==> src/hdl/sush_pkg.sv <==
`timescale 1ns / 1ps

package sush_pkg;

    // Request codes on the input channel
    localparam logic [1:0] REQ_START = 2'd0;
    localparam logic [1:0] REQ_BYTE  = 2'd1;
    localparam logic [1:0] REQ_TICK  = 2'd2;

    // Result kinds on the output channel
    localparam logic [1:0] KIND_TX   = 2'd0;
    localparam logic [1:0] KIND_OK   = 2'd1;
    localparam logic [1:0] KIND_FAIL = 2'd2;

    // Configuration register indexes
    localparam logic CFG_TIMEOUT  = 1'b0;
    localparam logic CFG_MAX_ATT  = 1'b1;

    localparam logic [23:0] TIMEOUT_RESET = 24'd3;
    localparam logic [3:0]  MAX_ATT_RESET = 4'd3;

    localparam int QUEUE_DEPTH_DEF = 4;

    localparam logic [2:0] FRAME_LAST = 3'd4;
    localparam logic [7:0] FLAG_BYTE  = 8'h7E;

    // Work handed from the front end to the back end
    typedef logic [1:0] cmd_t;
    localparam cmd_t CMD_SET  = 2'd0;
    localparam cmd_t CMD_OK   = 2'd1;
    localparam cmd_t CMD_FAIL = 2'd2;

    typedef struct packed {
        logic valid;
        cmd_t cmd;
    } q_req_t;

    // SET frame: flag, address, control, BCC, flag
    function automatic logic [7:0] set_byte(input logic [2:0] idx);
        logic [7:0] b;
        unique case (idx)
            3'd0:    b = 8'h7E;
            3'd1:    b = 8'h03;
            3'd2:    b = 8'h03;
            3'd3:    b = 8'h00;
            3'd4:    b = 8'h7E;
            default: b = 8'h00;
        endcase
        return b;
    endfunction

    // Expected UA frame
    function automatic logic [7:0] ua_byte(input logic [2:0] idx);
        logic [7:0] b;
        unique case (idx)
            3'd0:    b = 8'h7E;
            3'd1:    b = 8'h01;
            3'd2:    b = 8'h07;
            3'd3:    b = 8'h06;
            3'd4:    b = 8'h7E;
            default: b = 8'h00;
        endcase
        return b;
    endfunction

endpackage

==> src/hdl/sush_front.sv <==
`timescale 1ns / 1ps

module sush_front (
    input  logic                aclk,
    input  logic                aresetn,
    input  logic                s_accept,
    input  logic [1:0]          req_type,
    input  logic [7:0]          rx_byte,
    input  logic                cfg_write,
    input  logic                cfg_index,
    input  logic [23:0]         cfg_data,
    output sush_pkg::q_req_t    q_push
);

    localparam logic PH_IDLE = 1'b0;
    localparam logic PH_WAIT = 1'b1;

    logic        phase_reg,    phase_next;
    logic [3:0]  attempts_reg, attempts_next;
    logic [23:0] tick_reg,     tick_next;
    logic [2:0]  match_reg,    match_next;
    logic [23:0] timeout_reg;
    logic [3:0]  max_att_reg;

    logic [23:0] limit;
    logic [3:0]  max_att;
    logic [23:0] tick_inc;

    assign limit    = (timeout_reg == 24'd0) ? 24'd1 : timeout_reg;
    assign max_att  = (max_att_reg == 4'd0) ? 4'd1 : max_att_reg;
    assign tick_inc = tick_reg + 24'd1;

    always_comb begin
        phase_next    = phase_reg;
        attempts_next = attempts_reg;
        tick_next     = tick_reg;
        match_next    = match_reg;
        q_push.valid  = 1'b0;
        q_push.cmd    = sush_pkg::CMD_SET;
        if (s_accept) begin
            unique case (req_type)
                sush_pkg::REQ_START: begin
                    if (phase_reg == PH_IDLE) begin
                        attempts_next = 4'd1;
                        tick_next     = '0;
                        match_next    = '0;
                        phase_next    = PH_WAIT;
                        q_push.valid  = 1'b1;
                        q_push.cmd    = sush_pkg::CMD_SET;
                    end
                end
                sush_pkg::REQ_BYTE: begin
                    if (phase_reg == PH_WAIT) begin
                        if (rx_byte == sush_pkg::ua_byte(match_reg)) begin
                            if (match_reg == sush_pkg::FRAME_LAST) begin
                                match_next   = '0;
                                tick_next    = '0;
                                phase_next   = PH_IDLE;
                                q_push.valid = 1'b1;
                                q_push.cmd   = sush_pkg::CMD_OK;
                            end else begin
                                match_next = match_reg + 3'd1;
                            end
                        end else begin
                            // a stray flag may open a new frame
                            match_next = (rx_byte == sush_pkg::FLAG_BYTE) ? 3'd1 : 3'd0;
                        end
                    end
                end
                sush_pkg::REQ_TICK: begin
                    if (phase_reg == PH_WAIT) begin
                        if (tick_inc < limit) begin
                            tick_next = tick_inc;
                        end else begin
                            tick_next    = '0;
                            match_next   = '0;
                            q_push.valid = 1'b1;
                            if (attempts_reg >= max_att) begin
                                phase_next = PH_IDLE;
                                q_push.cmd = sush_pkg::CMD_FAIL;
                            end else begin
                                attempts_next = attempts_reg + 4'd1;
                                q_push.cmd    = sush_pkg::CMD_SET;
                            end
                        end
                    end
                end
                default: begin
                end
            endcase
        end
    end

    always_ff @(posedge aclk) begin
        if (!aresetn) begin
            phase_reg    <= PH_IDLE;
            attempts_reg <= '0;
            tick_reg     <= '0;
            match_reg    <= '0;
            timeout_reg  <= sush_pkg::TIMEOUT_RESET;
            max_att_reg  <= sush_pkg::MAX_ATT_RESET;
        end else begin
            phase_reg    <= phase_next;
            attempts_reg <= attempts_next;
            tick_reg     <= tick_next;
            match_reg    <= match_next;
            if (cfg_write) begin
                if (cfg_index == sush_pkg::CFG_TIMEOUT) begin
                    timeout_reg <= cfg_data;
                end else begin
                    max_att_reg <= cfg_data[3:0];
                end
            end
        end
    end

`ifndef NO_ASSERTIONS
    a_push_needs_accept: assert property (@(posedge aclk) disable iff (!aresetn)
        q_push.valid |-> s_accept)
        else $error("front pushed work without an accepted request");

    a_match_range: assert property (@(posedge aclk) disable iff (!aresetn)
        match_reg <= sush_pkg::FRAME_LAST)
        else $error("UA match position out of range");

    a_done_goes_idle: assert property (@(posedge aclk) disable iff (!aresetn)
        (q_push.valid && q_push.cmd != sush_pkg::CMD_SET) |=> phase_reg == PH_IDLE)
        else $error("handshake still waiting after success or failure");

    a_set_goes_wait: assert property (@(posedge aclk) disable iff (!aresetn)
        (q_push.valid && q_push.cmd == sush_pkg::CMD_SET)
            |=> (phase_reg == PH_WAIT && tick_reg == 24'd0 && match_reg == 3'd0))
        else $error("SET sent without restarting the wait");
`endif

endmodule

==> src/hdl/sush_queue.sv <==
`timescale 1ns / 1ps

module sush_queue #(
    parameter int DEPTH = sush_pkg::QUEUE_DEPTH_DEF
) (
    input  logic                aclk,
    input  logic                aresetn,
    input  sush_pkg::q_req_t    push,
    input  logic                pop,
    output sush_pkg::q_req_t    head,
    output logic                full
);

    localparam int PW = (DEPTH > 1) ? $clog2(DEPTH) : 1;
    localparam int CW = $clog2(DEPTH + 1);
    localparam logic [PW-1:0] PTR_LAST = PW'(DEPTH - 1);
    localparam logic [CW-1:0] CNT_FULL = CW'(DEPTH);

    sush_pkg::cmd_t slot_reg [DEPTH];
    logic [PW-1:0]  wr_ptr_reg, wr_ptr_next;
    logic [PW-1:0]  rd_ptr_reg, rd_ptr_next;
    logic [CW-1:0]  count_reg,  count_next;
    logic           do_push, do_pop;

    assign full       = (count_reg == CNT_FULL);
    assign head.valid = (count_reg != '0);
    assign head.cmd   = slot_reg[rd_ptr_reg];
    assign do_push    = push.valid && !full;
    assign do_pop     = pop && head.valid;

    always_comb begin
        wr_ptr_next = wr_ptr_reg;
        rd_ptr_next = rd_ptr_reg;
        count_next  = count_reg;
        if (do_push) begin
            wr_ptr_next = (wr_ptr_reg == PTR_LAST) ? '0 : wr_ptr_reg + PW'(1);
        end
        if (do_pop) begin
            rd_ptr_next = (rd_ptr_reg == PTR_LAST) ? '0 : rd_ptr_reg + PW'(1);
        end
        if (do_push && !do_pop) begin
            count_next = count_reg + CW'(1);
        end else if (do_pop && !do_push) begin
            count_next = count_reg - CW'(1);
        end
    end

    always_ff @(posedge aclk) begin
        if (!aresetn) begin
            wr_ptr_reg <= '0;
            rd_ptr_reg <= '0;
            count_reg  <= '0;
        end else begin
            wr_ptr_reg <= wr_ptr_next;
            rd_ptr_reg <= rd_ptr_next;
            count_reg  <= count_next;
        end
    end

    always_ff @(posedge aclk) begin
        if (do_push) begin
            slot_reg[wr_ptr_reg] <= push.cmd;
        end
    end

`ifndef NO_ASSERTIONS
    a_no_overflow: assert property (@(posedge aclk) disable iff (!aresetn)
        push.valid |-> !full)
        else $error("work pushed into a full queue");

    a_count_range: assert property (@(posedge aclk) disable iff (!aresetn)
        count_reg <= CNT_FULL)
        else $error("queue count out of range");

    a_ptr_gap: assert property (@(posedge aclk) disable iff (!aresetn)
        (count_reg == '0 || count_reg == CNT_FULL) |-> wr_ptr_reg == rd_ptr_reg)
        else $error("queue pointers disagree with count");
`endif

endmodule

==> src/hdl/sush_back.sv <==
`timescale 1ns / 1ps

module sush_back (
    input  logic                aclk,
    input  logic                aresetn,
    input  sush_pkg::q_req_t    head,
    output logic                pop,
    output logic                m_tvalid,
    input  logic                m_tready,
    output logic [7:0]          m_tdata,
    output logic [1:0]          m_tuser,
    output logic                m_tlast
);

    logic       active_reg, active_next;
    logic [2:0] beat_reg,   beat_next;
    logic       valid_reg,  valid_next;
    logic [7:0] data_reg,   data_next;
    logic [1:0] kind_reg,   kind_next;
    logic       last_reg,   last_next;
    logic       advance;

    assign advance = !valid_reg || m_tready;

    always_comb begin
        active_next = active_reg;
        beat_next   = beat_reg;
        valid_next  = valid_reg;
        data_next   = data_reg;
        kind_next   = kind_reg;
        last_next   = last_reg;
        pop         = 1'b0;
        if (advance) begin
            valid_next = 1'b0;
            if (active_reg) begin
                // rest of a SET frame
                valid_next = 1'b1;
                kind_next  = sush_pkg::KIND_TX;
                data_next  = sush_pkg::set_byte(beat_reg);
                last_next  = (beat_reg == sush_pkg::FRAME_LAST);
                beat_next  = beat_reg + 3'd1;
                if (beat_reg == sush_pkg::FRAME_LAST) begin
                    active_next = 1'b0;
                end
            end else if (head.valid) begin
                pop        = 1'b1;
                valid_next = 1'b1;
                unique case (head.cmd)
                    sush_pkg::CMD_SET: begin
                        kind_next   = sush_pkg::KIND_TX;
                        data_next   = sush_pkg::set_byte(3'd0);
                        last_next   = 1'b0;
                        active_next = 1'b1;
                        beat_next   = 3'd1;
                    end
                    sush_pkg::CMD_OK: begin
                        kind_next = sush_pkg::KIND_OK;
                        data_next = '0;
                        last_next = 1'b1;
                    end
                    default: begin
                        kind_next = sush_pkg::KIND_FAIL;
                        data_next = '0;
                        last_next = 1'b1;
                    end
                endcase
            end
        end
    end

    always_ff @(posedge aclk) begin
        if (!aresetn) begin
            active_reg <= 1'b0;
            beat_reg   <= '0;
            valid_reg  <= 1'b0;
        end else begin
            active_reg <= active_next;
            beat_reg   <= beat_next;
            valid_reg  <= valid_next;
        end
    end

    always_ff @(posedge aclk) begin
        data_reg <= data_next;
        kind_reg <= kind_next;
        last_reg <= last_next;
    end

    assign m_tvalid = valid_reg;
    assign m_tdata  = data_reg;
    assign m_tuser  = kind_reg;
    assign m_tlast  = last_reg;

`ifndef NO_ASSERTIONS
    a_no_pop_midframe: assert property (@(posedge aclk) disable iff (!aresetn)
        active_reg |-> !pop)
        else $error("new work taken in the middle of a SET frame");

    a_status_is_last: assert property (@(posedge aclk) disable iff (!aresetn)
        (valid_reg && kind_reg != sush_pkg::KIND_TX) |-> (last_reg && data_reg == 8'd0))
        else $error("status result not marked last");

    a_beat_range: assert property (@(posedge aclk) disable iff (!aresetn)
        active_reg |-> (beat_reg != 3'd0 && beat_reg <= sush_pkg::FRAME_LAST))
        else $error("SET beat index out of range");
`endif

endmodule

==> src/hdl/set_ua_link_handshake_sender_unit.sv <==
`timescale 1ns / 1ps

// Sender side of a SET/UA link set-up handshake. Requests arrive on the s_ stream
// (tuser: 0 start, 1 received byte in tdata, 2 timer tick); the front end updates
// the handshake state in the cycle a request is taken and queues the work it
// causes, so a request can be taken every clock while the command queue
// (QUEUE_DEPTH entries) has room, even while results wait on m_tready. The back
// end turns each queued command into results through one output register at one
// beat per clock while m_tready is high: a start or a retransmission yields the
// five SET bytes, success or failure a single status beat. Registers (cfg_index
// 0: timeout in ticks, 1: SET attempts) should be written while no results are
// pending.
module set_ua_link_handshake_sender_unit #(
    parameter int QUEUE_DEPTH = sush_pkg::QUEUE_DEPTH_DEF
) (
    input  logic        aclk,
    input  logic        aresetn,
    input  logic        s_tvalid,
    output logic        s_tready,
    input  logic [7:0]  s_tdata,    // [7:0] rx_byte
    input  logic [1:0]  s_tuser,    // [1:0] req_type
    output logic        m_tvalid,
    input  logic        m_tready,
    output logic [7:0]  m_tdata,    // [7:0] tx_byte
    output logic [1:0]  m_tuser,    // [1:0] out_kind
    output logic        m_tlast,
    input  logic        cfg_valid,
    output logic        cfg_ready,
    input  logic        cfg_index,
    input  logic [23:0] cfg_data
);

    sush_pkg::q_req_t q_push;
    sush_pkg::q_req_t q_head;
    logic             q_full;
    logic             q_pop;
    logic             s_accept;

    assign s_tready  = !q_full;
    assign s_accept  = s_tvalid && s_tready;
    assign cfg_ready = 1'b1;

    sush_front u_front (
        .aclk      (aclk),
        .aresetn   (aresetn),
        .s_accept  (s_accept),
        .req_type  (s_tuser),
        .rx_byte   (s_tdata),
        .cfg_write (cfg_valid && cfg_ready),
        .cfg_index (cfg_index),
        .cfg_data  (cfg_data),
        .q_push    (q_push)
    );

    sush_queue #(
        .DEPTH (QUEUE_DEPTH)
    ) u_queue (
        .aclk    (aclk),
        .aresetn (aresetn),
        .push    (q_push),
        .pop     (q_pop),
        .head    (q_head),
        .full    (q_full)
    );

    sush_back u_back (
        .aclk     (aclk),
        .aresetn  (aresetn),
        .head     (q_head),
        .pop      (q_pop),
        .m_tvalid (m_tvalid),
        .m_tready (m_tready),
        .m_tdata  (m_tdata),
        .m_tuser  (m_tuser),
        .m_tlast  (m_tlast)
    );

endmodule
==> config.mk <==
export PLATFORM = sky130hd
export DESIGN_NAME = set_ua_link_handshake_sender_unit
export DESIGN_NICKNAME = d
export VERILOG_FILES = /design/src/hdl/sush_pkg.sv /design/src/hdl/sush_front.sv /design/src/hdl/sush_queue.sv /design/src/hdl/sush_back.sv /design/src/hdl/set_ua_link_handshake_sender_unit.sv
export SDC_FILE = /design/constraint.sdc
export NUM_CORES = 1
export LEC_CHECK = 0
export ABC_AREA = 0
export BUFFER_PORTS_ARGS = -buffer_cell sky130_fd_sc_hd__buf_2
export CAP_MARGIN = 0
export CORE_MARGIN = 8
export CORE_UTILIZATION = 33
export CTS_CLUSTER_SIZE = 20
export DETAILED_ROUTE_END_ITERATION = 8
export SYNTH_ARGS = -nofsm -noshare
export SYNTH_HDL_FRONTEND = slang
export SYNTH_SLANG_ARGS = --single-unit
==> constraint.sdc <==
create_clock -name aclk -period 7.4 [get_ports aclk]
set_input_delay 0.74 -clock aclk [delete_from_list [all_inputs] [get_ports aclk]]
set_output_delay 0.74 -clock aclk [all_outputs]
set_load 0.02 [all_outputs]
==> run summary <==
Leading area contributor after synthesis: dfxtp_1
Final ANT Viol Nets: 0
Cell area after placement: 0.00563 mm^2
Area contributors post-synth: dfxtp_1 28%, ha_1 12%, edfxtp_1 8.1%, nand2_1 7.8%, a21oi_1 6.1%
Multi-input logic area: 0.00300 mm^2
Min Tclk post-route: 5.44 ns
Post-synthesis net count: 720
Clock transition at path regs: 0.07 ns
Drt initial violations: 281
Data arrival, critical path: 5.71 ns
Initial antenna violation count: 0
Detailed Place HPWL: 8.79 mm
Grt total ovfl: 0
Clock Latency Late Sink: 0.34 ns
First-pass detailed-route iteration total: 4
Die width: 142 um
Synth Area per Inst: 8.28 um^2
Leak: 2.28 nW
Yosys Warn Count: 0
# H-tree levels: 3
Setup Viol. Count Final: 0
Most frequent cell after synthesis: nand2_1
Clk Tree Root Cell: clkbuf_16
Placer Congestion: 0.809
Post-CTS setup buffers: 0
Measured slew at the worst slew-check pin: 1.11 ns
Worst-case reg-to-reg path depth: 19
Area grow syn2layout: 13.8%
Skew final: 0.00776 ns
Row count: 46
CP max FO: 7
Inserted Diodes: 0
Setup crit start kind: flip-flop
Most used flip-flop cell after synthesis: dfxtp_1
Die footprint: 0.0201 mm^2
Finished Cell Area: 0.00593 mm^2
Core footprint: 0.0157 mm^2
Clock Sinks: 88
Pwr dens: 230 mW/mm^2
Max_cap viols: 0
Routed wire length: 12.1 mm
GRT Total Usage: 12.4%
First-pass GRT wire length: 20.1 mm
Fmax: 184 MHz
Fillcell total: 1649
Post-CTS resize count: 0
Fin. Hold Viols: 0
Flops & latches, synth: 88
Status: completed
Register area share after synthesis: 36.5%
Synthesized netlist cell count: 630
Crit share post-route: 73.6%
Core Util, Final: 37.9%
Kind of critical path: reg -> reg
Sequential cell area: 0.00190 mm^2
Inserted Clock Buffers: 9
I/O pin total: 54
RSZ-0062 raised after global routing: false
CTS Hold Bufs: 0
Slew headroom: 26.0%
Crit path required time: 7.67 ns
Synth top area share: 28.4%
Post-synth EDFFs: 14
Number of global-route vias before repair: 4088
Largest net degree at the start of global routing: 62
CTS tree: done
Clk buf depth: 2
TNS Setup: 0 ns
Synthesized area: 0.00521 mm^2
Hold/Removal Path Class: reg -> reg
Crit. End Element: flip-flop
Vias post-DR: 4313
Maximum vdd drop: 121 uV
# DRC: 0
DR WL/cell: 13.7 um
Asr flop ratio synth: 0%
Nets@finish: 756
Unique masters post-synth: 59
Post-synth top cells: 109 x nand2_1, 74 x dfxtp_1, 64 x a21oi_1
Final slew viol count: 0
Port-buffer cells: 51
Vias per inst: 4.86
Initial Util: 33.3%
Share of cells above drive strength 1: 13.6%
WHS Path Cells: 2
Die Ht: 142 um
## stage by stage
| step | instances | power [W] | worst slack, ns | hold WS [ns] |
|---|---|---|---|---|
| CTS | 887 | 0.00138 | 1.96 | 0.462 |
| global route | 887 | 0.00145 | 1.54 | 0.490 |
| global placement | 871 | 0.000905 | 2.10 | 0.446 |
| floorplan | 630 | 0.000830 | 2.73 | 0.436 |
| finish | 887 | 0.00136 | 1.96 | 0.460 |
| detailed placement | 871 | 0.000910 | 2.02 | 0.453 |
## metal layers
layer,GRT usage [%],wire [um],vias to the layer above
li1,-,-,2254
met1,16.7,5920,1973
met2,18.8,5420,73
met3,2.96,625,13
met4,4.30,155,0
met5,0,0,-
## kinds of logic (layout without fill, tap and decap cells)
family | after synthesis | in the layout | synth area share, %
and+or+nand+nor | 261 | 261 | 24.5
AOI/OAI and AO/OA | 116 | 116 | 13.9
DFF | 88 | 88 | 36.5
buffers and inverters | 77 | 118 | 6.07
adders and majority gates | 50 | 50 | 12.1
xor gates and xnor gates | 25 | 25 | 4.20
muxes | 11 | 11 | 2.62
other | 2 | 2 | 0.144
## path summary, 6_finish.rpt
| kind | start | endpoint | slack (ns) |
|---|---|---|---|
| max | u_front.tick_reg[0] | u_queue.count_reg[2] | 1.96 |
| min | u_front.max_att_reg[3] | u_front.max_att_reg[3] | 0.46 |
| max reg2reg | u_front.tick_reg[0] | u_queue.count_reg[2] | 1.96 |
| min reg2reg | u_front.max_att_reg[3] | u_front.max_att_reg[3] | 0.46 |
## where the power goes
group | internal, W | total [W] | switching [W]
logic | 0.000115 | 0.000310 | 0.000195
clock network | 0.000265 | 0.000469 | 0.000204
registers | 0.000545 | 0.000585 | 0.0000398
## area by class of cell
class	count	share of cell area, %
timing repair buffer	54	4.68
inverter	48	3.04
tap	216	4.56
multi-input combinational	465	50.5
clock buffer	9	3.80
sequential	88	32.1
clock inverter	7	1.33
## worst max-delay path: stages (launching register included)
cell and delay, ns:
dfxtp_1 0.41, ha_1 0.26, nand4_1 0.17, nor3_1 0.54
nand2_1 0.32, nor2_1 0.21, xor2_1 0.11, ha_1 0.31
nand4_1 0.16, nor4_2 0.34, nand2_1 0.17, a2111oi_4 0.34
o21ai_0 0.27, a31oi_2 0.41, ha_1 0.25, inv_1 0.07
fa_1 0.42, xor2_1 0.17, or3_1 0.30, a21oi_1 0.14
## cell usage in the layout, fill, tap and decap left out, types with 3 or more instances in the layout
master / count
ha_1: 49
mux2i_1: 8
xor2_1: 10
nand4_1: 9
nor4_2: 3
nor2_1: 27
xnor2_1: 15
o211ai_1: 3
or3_1: 11
nand3_1: 38
nand2_1: 109
nor4_1: 7
buf_2: 51
edfxtp_1: 14
nor3_1: 14
o22ai_1: 9
dfxtp_1: 74
and2_1: 10
a31oi_1: 4
and3_1: 7
or2_2: 4
nor2b_1: 5
a21oi_1: 64
a22oi_1: 3
clkinvlp_4: 3
nand2b_1: 4
clkbuf_16: 9
o21ai_0: 13
buf_4: 3
inv_1: 47
(Power assumes the default switching activity.)
